<file path="src/design/spe_pkg.sv">
// package for the simple processor execute block
// holds storage sizes, opcode and request codes, port field widths and controller/datapath structs
// no dependencies
`timescale 1ns / 1ps

package spe_pkg;

	// default storage sizes (memory depth must be a power of two)
	localparam int SPE_WORD_BITS = 16;
	localparam int SPE_MEM_WORDS = 256;

	// fixed field widths of the ports
	localparam int PORT_ADDR_BITS = 8;
	localparam int PORT_DATA_BITS = 16;
	localparam int REG_IDX_BITS   = 3;

	// request kinds
	localparam logic REQ_LOAD = 1'b0;
	localparam logic REQ_STEP = 1'b1;

	// opcodes, instruction bits 15..13
	localparam logic [2:0] OP_MV   = 3'd0;
	localparam logic [2:0] OP_MVI  = 3'd1;
	localparam logic [2:0] OP_ADD  = 3'd2;
	localparam logic [2:0] OP_SUB  = 3'd3;
	localparam logic [2:0] OP_LD   = 3'd4;
	localparam logic [2:0] OP_ST   = 3'd5;
	localparam logic [2:0] OP_MVNZ = 3'd6;
	localparam logic [2:0] OP_BAD  = 3'd7;

	// register 7 is the program counter
	localparam logic [REG_IDX_BITS-1:0] REG_PC = 3'd7;

	// controller to datapath commands
	typedef struct packed {
		logic load_wr;       // write the load item's word into memory
		logic fetch;         // read instruction word at pc
		logic decode;        // latch fields, read registers, advance pc
		logic ld_read;       // read memory at ry for a load instruction
		logic finish_load;   // capture result of a load item
		logic finish_instr;  // retire instruction and capture result
	} ctrl_cmd_t;

	// datapath to controller status
	typedef struct packed {
		logic [2:0] op;      // opcode of the instruction in execute
	} ctrl_sts_t;

endpackage

</file>
<file path="src/design/spe_ctrl.sv">
// controller state machine of the simple processor execute block
// sequences load items and fetch, decode, execute and result handoff; depends on spe_pkg
`timescale 1ns / 1ps

module spe_ctrl import spe_pkg::*; (
	input  logic      clk,
	input  logic      arst_n,
	input  logic      in_valid,
	output logic      in_stall,
	input  logic      req_type,
	output logic      out_valid,
	input  logic      out_stall,
	input  ctrl_sts_t sts,
	output ctrl_cmd_t cmd
);

	localparam logic [2:0] S_IDLE   = 3'd0;
	localparam logic [2:0] S_DECODE = 3'd1;
	localparam logic [2:0] S_EXEC   = 3'd2;
	localparam logic [2:0] S_LDWAIT = 3'd3;
	localparam logic [2:0] S_LDONE  = 3'd4;

	logic [2:0] state_q;
	logic [2:0] state_nxt;
	logic       out_valid_q;
	logic       accept;
	logic       out_free;

	// input taken only while idle
	assign in_stall  = (state_q != S_IDLE);
	assign accept    = in_valid && !in_stall;
	assign out_free  = !out_valid_q || !out_stall;
	assign out_valid = out_valid_q;

	// next state and commands
	always_comb begin
		cmd       = '0;
		state_nxt = state_q;
		unique case (state_q)
			S_IDLE: begin
				if (accept) begin
					if (req_type == REQ_LOAD) begin
						cmd.load_wr = 1'b1;
						state_nxt   = S_LDONE;
					end else begin
						cmd.fetch = 1'b1;
						state_nxt = S_DECODE;
					end
				end
			end
			S_DECODE: begin
				cmd.decode = 1'b1;
				state_nxt  = S_EXEC;
			end
			S_EXEC: begin
				if (sts.op == OP_LD) begin
					cmd.ld_read = 1'b1;
					state_nxt   = S_LDWAIT;
				end else if (out_free) begin
					cmd.finish_instr = 1'b1;
					state_nxt        = S_IDLE;
				end
			end
			S_LDWAIT: begin
				if (out_free) begin
					cmd.finish_instr = 1'b1;
					state_nxt        = S_IDLE;
				end
			end
			S_LDONE: begin
				if (out_free) begin
					cmd.finish_load = 1'b1;
					state_nxt       = S_IDLE;
				end
			end
			default: begin
				state_nxt = S_IDLE;
			end
		endcase
	end

	// state and output valid
	always_ff @(posedge clk or negedge arst_n) begin
		if (!arst_n) begin
			state_q     <= S_IDLE;
			out_valid_q <= 1'b0;
		end else begin
			state_q <= state_nxt;
			if (cmd.finish_load || cmd.finish_instr) begin
				out_valid_q <= 1'b1;
			end else if (!out_stall) begin
				out_valid_q <= 1'b0;
			end
		end
	end

endmodule

</file>
<file path="src/design/spe_datapath.sv">
// datapath of the simple processor execute block
// word memory, register file, pc, g, alu and result register; depends on spe_pkg
`timescale 1ns / 1ps

module spe_datapath import spe_pkg::*; #(
	parameter int WORD_BITS = SPE_WORD_BITS,
	parameter int MEM_WORDS = SPE_MEM_WORDS
) (
	input  logic                      clk,
	input  logic                      arst_n,
	input  ctrl_cmd_t                 cmd,
	output ctrl_sts_t                 sts,
	input  logic [PORT_ADDR_BITS-1:0] load_addr,
	input  logic [PORT_DATA_BITS-1:0] load_data,
	output logic [PORT_DATA_BITS-1:0] pc_after,
	output logic                      reg_written,
	output logic [REG_IDX_BITS-1:0]   reg_index,
	output logic [PORT_DATA_BITS-1:0] reg_value,
	output logic                      mem_written,
	output logic [PORT_ADDR_BITS-1:0] store_addr,
	output logic [PORT_DATA_BITS-1:0] store_data,
	output logic [PORT_DATA_BITS-1:0] g_value,
	output logic                      bad_opcode
);

	localparam int ADDR_BITS = $clog2(MEM_WORDS);
	localparam int NUM_REGS  = 2 ** REG_IDX_BITS;

	// storage
	logic [WORD_BITS-1:0] mem [MEM_WORDS];
	logic [WORD_BITS-1:0] rd_q;
	logic [WORD_BITS-1:0] rf_mem [NUM_REGS];
	logic [NUM_REGS-1:0]  rf_vld_q;
	logic [WORD_BITS-1:0] pc_q;
	logic [WORD_BITS-1:0] g_q;

	// decoded instruction and operand reads
	logic [2:0]              op_q;
	logic [REG_IDX_BITS-1:0] rx_q;
	logic [REG_IDX_BITS-1:0] ry_q;
	logic [WORD_BITS-1:0]    rx_raw_q;
	logic [WORD_BITS-1:0]    ry_raw_q;

	// result register
	logic [PORT_DATA_BITS-1:0] pc_after_q;
	logic                      reg_written_q;
	logic [REG_IDX_BITS-1:0]   reg_index_q;
	logic [PORT_DATA_BITS-1:0] reg_value_q;
	logic                      mem_written_q;
	logic [PORT_ADDR_BITS-1:0] store_addr_q;
	logic [PORT_DATA_BITS-1:0] store_data_q;
	logic [PORT_DATA_BITS-1:0] g_value_q;
	logic                      bad_opcode_q;

	logic [WORD_BITS-1:0]              pc_inc;
	logic [WORD_BITS-1:0]              rx_val;
	logic [WORD_BITS-1:0]              ry_val;
	logic [WORD_BITS-1:0]              alu;
	logic [ADDR_BITS+PORT_ADDR_BITS-1:0] load_addr_ext;
	logic [ADDR_BITS+PORT_ADDR_BITS-1:0] store_addr_ext;
	logic [ADDR_BITS-1:0]              rd_addr;
	logic                              rd_en;
	logic [ADDR_BITS-1:0]              wr_addr;
	logic [WORD_BITS-1:0]              wr_data;
	logic                              wr_en;
	logic                              res_wr;
	logic [WORD_BITS-1:0]              res_val;
	logic                              res_mw;
	logic                              res_bad;
	logic                              res_g;

	assign sts.op = op_q;
	assign pc_inc = pc_q + WORD_BITS'(1);

	// operand values; register 7 reads the already advanced pc
	assign rx_val = (rx_q == REG_PC) ? pc_q : (rf_vld_q[rx_q] ? rx_raw_q : '0);
	assign ry_val = (ry_q == REG_PC) ? pc_q : (rf_vld_q[ry_q] ? ry_raw_q : '0);
	assign alu    = (op_q == OP_SUB) ? (rx_val - ry_val) : (rx_val + ry_val);

	// address width conversions, depth is a power of two so addresses wrap by masking
	assign load_addr_ext  = {{ADDR_BITS{1'b0}}, load_addr};
	assign store_addr_ext = {{PORT_ADDR_BITS{1'b0}}, ry_val[ADDR_BITS-1:0]};

	// memory read port: fetch at pc, immediate at advanced pc, load at ry
	always_comb begin
		rd_en = cmd.fetch || cmd.decode || cmd.ld_read;
		priority if (cmd.fetch) begin
			rd_addr = pc_q[ADDR_BITS-1:0];
		end else if (cmd.decode) begin
			rd_addr = pc_inc[ADDR_BITS-1:0];
		end else begin
			rd_addr = ry_val[ADDR_BITS-1:0];
		end
	end

	// memory write port: load item or store instruction
	always_comb begin
		wr_en = cmd.load_wr || (cmd.finish_instr && res_mw);
		if (cmd.load_wr) begin
			wr_addr = load_addr_ext[ADDR_BITS-1:0];
			wr_data = WORD_BITS'(load_data);
		end else begin
			wr_addr = ry_val[ADDR_BITS-1:0];
			wr_data = rx_val;
		end
	end

	// word memory, registered read
	always_ff @(posedge clk) begin
		if (wr_en) begin
			mem[wr_addr] <= wr_data;
		end
		if (rd_en) begin
			rd_q <= mem[rd_addr];
		end
	end

	// execute result of the current instruction
	always_comb begin
		res_wr  = 1'b0;
		res_val = '0;
		res_mw  = 1'b0;
		res_bad = 1'b0;
		res_g   = 1'b0;
		unique case (op_q)
			OP_MV: begin
				res_wr  = 1'b1;
				res_val = ry_val;
			end
			OP_MVI: begin
				res_wr  = 1'b1;
				res_val = rd_q;
			end
			OP_ADD, OP_SUB: begin
				res_wr  = 1'b1;
				res_val = alu;
				res_g   = 1'b1;
			end
			OP_LD: begin
				res_wr  = 1'b1;
				res_val = rd_q;
			end
			OP_ST: begin
				res_mw = 1'b1;
			end
			OP_MVNZ: begin
				if (g_q != '0) begin
					res_wr  = 1'b1;
					res_val = ry_val;
				end
			end
			OP_BAD: begin
				res_bad = 1'b1;
			end
		endcase
	end

	// decode latch and operand reads
	always_ff @(posedge clk or negedge arst_n) begin
		if (!arst_n) begin
			op_q     <= OP_MV;
			rx_q     <= '0;
			ry_q     <= '0;
			rx_raw_q <= '0;
			ry_raw_q <= '0;
		end else if (cmd.decode) begin
			op_q     <= rd_q[15:13];
			rx_q     <= rd_q[12:10];
			ry_q     <= rd_q[9:7];
			rx_raw_q <= rf_mem[rd_q[12:10]];
			ry_raw_q <= rf_mem[rd_q[9:7]];
		end
	end

	// register file storage, entry valid bits kept apart
	always_ff @(posedge clk) begin
		if (cmd.finish_instr && res_wr && (rx_q != REG_PC)) begin
			rf_mem[rx_q] <= res_val;
		end
	end

	// pc, g and register valid bits
	always_ff @(posedge clk or negedge arst_n) begin
		if (!arst_n) begin
			pc_q     <= '0;
			g_q      <= '0;
			rf_vld_q <= '0;
		end else begin
			if (cmd.decode) begin
				pc_q <= pc_inc + WORD_BITS'(rd_q[15:13] == OP_MVI);
			end
			if (cmd.finish_instr) begin
				if (res_wr && (rx_q == REG_PC)) begin
					pc_q <= res_val;
				end else if (res_wr) begin
					rf_vld_q[rx_q] <= 1'b1;
				end
				if (res_g) begin
					g_q <= alu;
				end
			end
		end
	end

	// result register
	always_ff @(posedge clk) begin
		if (cmd.finish_load) begin
			pc_after_q    <= pc_q[PORT_DATA_BITS-1:0];
			reg_written_q <= 1'b0;
			reg_index_q   <= '0;
			reg_value_q   <= '0;
			mem_written_q <= 1'b0;
			store_addr_q  <= '0;
			store_data_q  <= '0;
			g_value_q     <= g_q[PORT_DATA_BITS-1:0];
			bad_opcode_q  <= 1'b0;
		end else if (cmd.finish_instr) begin
			pc_after_q    <= (res_wr && (rx_q == REG_PC)) ?
				res_val[PORT_DATA_BITS-1:0] : pc_q[PORT_DATA_BITS-1:0];
			reg_written_q <= res_wr;
			reg_index_q   <= res_wr ? rx_q : '0;
			reg_value_q   <= res_val[PORT_DATA_BITS-1:0];
			mem_written_q <= res_mw;
			store_addr_q  <= res_mw ? store_addr_ext[PORT_ADDR_BITS-1:0] : '0;
			store_data_q  <= res_mw ? rx_val[PORT_DATA_BITS-1:0] : '0;
			g_value_q     <= res_g ? alu[PORT_DATA_BITS-1:0] : g_q[PORT_DATA_BITS-1:0];
			bad_opcode_q  <= res_bad;
		end
	end

	assign pc_after    = pc_after_q;
	assign reg_written = reg_written_q;
	assign reg_index   = reg_index_q;
	assign reg_value   = reg_value_q;
	assign mem_written = mem_written_q;
	assign store_addr  = store_addr_q;
	assign store_data  = store_data_q;
	assign g_value     = g_value_q;
	assign bad_opcode  = bad_opcode_q;

endmodule

</file>
<file path="src/design/simple_processor_execute.sv">
// top level of the simple processor execute block
// joins spe_ctrl and spe_datapath; depends on spe_pkg
//
//   channel | handshake            | payload
//   --------+----------------------+--------------------------------------------
//   in      | in_valid / in_stall  | req_type, load_addr, load_data
//   out     | out_valid / out_stall| pc_after, reg_written, reg_index, reg_value,
//           |                      | mem_written, store_addr, store_data,
//           |                      | g_value, bad_opcode
//
// a load item writes its word, then hands off; an instruction runs fetch, decode and
// execute, an ld also reads memory; the word memory's one read port serves all reads.
// one item is in work at a time; a finished result waits in the output register
// while the next item is accepted.
// reset clears pc, g and the register valid bits; the word memory is not cleared.
// a stalled output holds the finishing item in its last state until the register frees.
`timescale 1ns / 1ps

module simple_processor_execute import spe_pkg::*; #(
	parameter int WORD_BITS = SPE_WORD_BITS,
	parameter int MEM_WORDS = SPE_MEM_WORDS
) (
	input  logic                      clk,
	input  logic                      arst_n,
	input  logic                      in_valid,
	output logic                      in_stall,
	input  logic                      req_type,
	input  logic [PORT_ADDR_BITS-1:0] load_addr,
	input  logic [PORT_DATA_BITS-1:0] load_data,
	output logic                      out_valid,
	input  logic                      out_stall,
	output logic [PORT_DATA_BITS-1:0] pc_after,
	output logic                      reg_written,
	output logic [REG_IDX_BITS-1:0]   reg_index,
	output logic [PORT_DATA_BITS-1:0] reg_value,
	output logic                      mem_written,
	output logic [PORT_ADDR_BITS-1:0] store_addr,
	output logic [PORT_DATA_BITS-1:0] store_data,
	output logic [PORT_DATA_BITS-1:0] g_value,
	output logic                      bad_opcode
);

	ctrl_cmd_t cmd;
	ctrl_sts_t sts;

	// sequencing
	spe_ctrl u_ctrl (
		.clk       (clk),
		.arst_n    (arst_n),
		.in_valid  (in_valid),
		.in_stall  (in_stall),
		.req_type  (req_type),
		.out_valid (out_valid),
		.out_stall (out_stall),
		.sts       (sts),
		.cmd       (cmd)
	);

	// storage and execution
	spe_datapath #(
		.WORD_BITS (WORD_BITS),
		.MEM_WORDS (MEM_WORDS)
	) u_datapath (
		.clk         (clk),
		.arst_n      (arst_n),
		.cmd         (cmd),
		.sts         (sts),
		.load_addr   (load_addr),
		.load_data   (load_data),
		.pc_after    (pc_after),
		.reg_written (reg_written),
		.reg_index   (reg_index),
		.reg_value   (reg_value),
		.mem_written (mem_written),
		.store_addr  (store_addr),
		.store_data  (store_data),
		.g_value     (g_value),
		.bad_opcode  (bad_opcode)
	);

endmodule
</file>
<file path="config.mk">
export PLATFORM = sky130hd
export DESIGN_NAME = simple_processor_execute
export DESIGN_NICKNAME = d
export VERILOG_FILES = /design/src/design/spe_pkg.sv /design/src/design/spe_ctrl.sv /design/src/design/spe_datapath.sv /design/src/design/simple_processor_execute.sv
export SDC_FILE = /design/constraint.sdc
export NUM_CORES = 2
export LEC_CHECK = 0
export BUFFER_PORTS_ARGS = -buffer_cell sky130_fd_sc_hd__buf_2
export CAP_MARGIN = 20
export CORE_ASPECT_RATIO = 1.1
export CORE_MARGIN = 2
export CORE_UTILIZATION = 50
export CTS_CLUSTER_SIZE = 12
export DETAILED_ROUTE_END_ITERATION = 10
export GPL_TIMING_DRIVEN = 1
export PLACE_DENSITY = 0.65
export SLEW_MARGIN = 10
export SYNTH_ARGS = -nofsm -noshare
export SYNTH_HDL_FRONTEND = slang
export SYNTH_MEMORY_MAX_BITS = 65536
export SYNTH_SLANG_ARGS = --single-unit
</file>
<file path="constraint.sdc">
create_clock -name clk -period 16 [get_ports clk]
set_input_delay 1.6 -clock clk [delete_from_list [all_inputs] [get_ports clk]]
set_output_delay 1.6 -clock clk [all_outputs]
set_load 0.005 [all_outputs]
</file>
==> impl_metrics.csv <==
group,metric,value,unit
cts,htree_levels,5,
setup_path,critPathMaxStageDelay,0.90,ns
setup_path,cp_top_family,"buffers and inverters",
synth,synthCells,11900,
cts,cts_setup_buffers,0,
placed_design,hpwl,287000,um
min_path,hold_class,"reg2reg",
synth,ys.flop_type,"edfxtp_1",
synth,synth_area,174000,um2
floorplan,start_util,50.3,%
synth,ys_ff_latch,4402,
global_routing,grt.overflow.total,0,
timing,hold_viol,0,
global_routing,grt_pass1_vias,101000,
routing,vias,106000,
cts,clkSlewWorstSetupHoldPaths,0.06,ns
floorplan,placeableCoreArea,345000,um2
cts,clk_path_buf_depth,4,
timing,setup-tns-final,0,ns
floorplan,fp-row-count,226,
floorplan,die_x,566,um
placed_design,gp_congestion,0.894,
global_routing,grt_pass1_wl,711000,um
layout,ff_latch_area,131000,um2
routing,drtIter0Drc,15100,
power,ir_drop,0.000271,V
synth,ys_seq_area_share,75.7,%
timing,max_freq,0.132,GHz
power,power.density,213,nW/um2
layout,final_common_cell,"edfxtp_1",
layout,num-fill-cells,26800,
cts,cts_tree,"done",
setup_path,critPathArrivalTime,8.25,ns
global_routing,antenna_found_initial,24,
routing,dr.pass1.iters,7,
routing,wl_per_cell,29.3,um
routing,ant_nets,0,
timing,skew,0.0761,ns
global_routing,grt_max_degree,175,
layout,syn_to_final_growth,11.5,%
timing,rsz0062_at_grt,"no",
synth,synth-edff-count,4272,
timing,maxSlewHeadroom,13.1,%
routing,wl,496000,um
floorplan,die_y,622,um
timing,setup_violations,0,
placed_design,port-buffer-count,108,
layout,final_util,56.1,%
timing,final_max_slew_viol_count,0,
cts,cts_made_buffers,435,
cts,clk_latency,1.00,ns
layout,drive_gt1_share,9.94,%
setup_path,cpMostUsedCell,"buf_4",
timing,fin_hold_ws,0.452,ns
setup_path,critPathLaunchType,"flip-flop",
global_routing,track_usage,27.7,%
timing,post-route-min-period,7.59,ns
floorplan,die_area,352000,um2
cts,cts_num_sinks,4402,
layout,layout_common_cells,"4,272 x edfxtp_1, 2,560 x nand2_1, 908 x mux2i_1, 685 x nand3_1, 442 x clkbuf_16",
synth,async_reset_ff_share,1.91,%
setup_path,critPathKind,"reg2reg",
floorplan,pin_count,109,
timing,finalCritPeriodShare,47.5,%
setup_path,slowest_stage,"buf_4",
power,leakage,67.9,nW
timing,worst_pin_slew,1.30,ns
setup_path,worstSetupEndpointType,"flip-flop",
setup_path,crit_chain,"or3b_2, buf_4, a22oi_1, o21ai_0, a21oi_4, buf_12, buf_4, buf_4, buf_4, mux2i_1, a32oi_1, nand4_1, nand4_1, nor2_1, nor4_1",
setup_path,cp.required,16.65,ns
layout,final_nets,12200,
routing,viasPerCell,6.24,
synth,synth_cell_type_count,83,
cts,hold_buffers,0,
run,cap_violations,0,
cts,ctsResizeCount,0,
layout,multi_input_area,39400,um2
synth,synth_warnings,0,
setup_path,cp.buffers_inverters,5,
routing,drc,0,
status,status,"complete, no violations",
cts,root_buffer,"clkbuf_16",
synth,avgSynthCellArea,14.6,um2
setup_path,crit_fanout,135,
==> stage by stage <==
step | std cells | area [um2] | worst slack (ns) | power, mW
floorplan | 11900 | 174000 | 4.52 | 25.1
global placement | 16200 | 180000 | 8.02 | 31.5
detailed placement | 16300 | 181000 | 8.01 | 31.9
CTS | 16900 | 193000 | 8.57 | 41.0
global route | 17000 | 193000 | 8.19 | 42.6
finish | 17000 | 193000 | 8.41 | 41.2
==> registers in the layout, indices dropped and copies added (netlist names), 8 cells and up <==
signal,cells
u_datapath.store_data,16
u_datapath.g_q,16
u_datapath.pc_q,16
u_datapath.ry_raw_q,16
u_datapath.reg_value,16
u_datapath.mem,4096
u_datapath.rd_q,16
u_datapath.pc_after,16
u_datapath.store_addr,8
u_datapath.g_value,16
u_datapath.rf_mem,128
u_datapath.rx_raw_q,16
==> synthesized netlist by cell type, types with 8 or more instances <==
master | number | area share [%]
a2111oi_0 | 9 | 0.045
a21oi_1 | 309 | 0.89
a221oi_1 | 13 | 0.066
a222oi_1 | 27 | 0.16
a22o_1 | 53 | 0.27
a22oi_1 | 113 | 0.49
a31oi_1 | 201 | 0.72
a32oi_1 | 112 | 0.57
and2_1 | 14 | 0.050
and3_1 | 18 | 0.065
buf_1 | 132 | 0.29
buf_2 | 244 | 0.70
buf_4 | 8 | 0.035
clkbuf_1 | 385 | 0.83
dfrtp_1 | 84 | 1.2
dfxtp_1 | 46 | 0.53
edfxtp_1 | 4272 | 74
ha_1 | 18 | 0.13
inv_1 | 37 | 0.080
mux2_2 | 23 | 0.15
mux2i_1 | 908 | 5.2
mux4_2 | 64 | 0.83
nand2_1 | 2567 | 5.6
nand2b_1 | 11 | 0.040
nand3_1 | 688 | 2.0
nand4_1 | 335 | 1.2
nor2_1 | 379 | 0.82
nor2b_1 | 11 | 0.040
nor3_1 | 50 | 0.14
nor4_1 | 65 | 0.23
o21a_1 | 11 | 0.048
o21ai_0 | 176 | 0.51
o21ai_1 | 9 | 0.026
o22ai_1 | 363 | 1.3
o31a_1 | 15 | 0.076
or2_2 | 11 | 0.040
xnor2_1 | 24 | 0.12
xor2_1 | 23 | 0.12
==> report_power, final <==
part / total (mW) / switching [mW] / internal (mW)
registers: 15.3 / 0.287 / 15.0
logic: 16.6 / 12.5 / 4.07
clock network: 9.31 / 4.16 / 5.14
==> path summary, 6_finish.rpt <==
kind,startpoint,cells after the start,slack (ns),endpoint
max,u_ctrl.state_q[1],15,8.41,u_datapath.rd_q[4]
min,u_datapath.mem_written,2,0.45,u_datapath.mem_written
min reg2reg,u_datapath.mem_written,2,0.45,u_datapath.mem_written
min in group asynchronous,arst_n,1,0.51,u_datapath.g_q[1]
max reg2reg,u_ctrl.state_q[1],15,8.41,u_datapath.rd_q[4]
max in group asynchronous,arst_n,2,14.23,u_ctrl.out_valid
==> final cells by class <==
cell class              instances  share of cell area, %
flip-flops and latches       4402                   67.9
multi-input cells            6721                   20.4
clock buffers                 572                   6.02
well taps                    4560                   2.95
repair buffers                551                   2.22
clock inverters               120                  0.448
inverters                      37                 0.0718
diodes                          8                 0.0104
==> layer usage <==
metal	wire, um	global-route usage [%]	part of all wire [%]	vias to the layer above
met5	62	0	0.012	-
li1	-	-	-	45600
met4	24500	12.3	4.9	12
met2	231000	43.1	46	5562
met3	49000	5.13	9.9	980
met1	192000	38.2	39	53800
==> cells by family (layout without fill, tap and decap cells) <==
kind of cell             after synthesis  after routing  share of synthesized area, %
flip-flops                          4402           4402                          75.7
other                                  1             24                       0.00216
AO/OA/AOI/OAI                       1470           1470                          5.49
XOR/XNOR                              47             47                         0.237
adder cells (fa/ha/maj)               19             19                         0.141
AND/OR/NAND/NOR                     4173           4173                          10.3
buffers and inverters                807           1280                          1.94
multiplexers                         996            996                          6.23
==> worst reg2reg max path, stage by stage, from the launching register on <==
cell     delay (ns)
dfrtp_1        0.50
or3b_2         0.51
buf_4          0.34
a22oi_1        0.38
o21ai_0        0.24
a21oi_4        0.19
buf_12         0.59
buf_4          1.11
buf_4          0.78
buf_4          0.88
mux2i_1        0.28
a32oi_1        0.08
nand4_1        0.19
nand4_1        0.32
nor2_1         0.79
nor4_1         0.13
(Power assumes the default switching activity.)
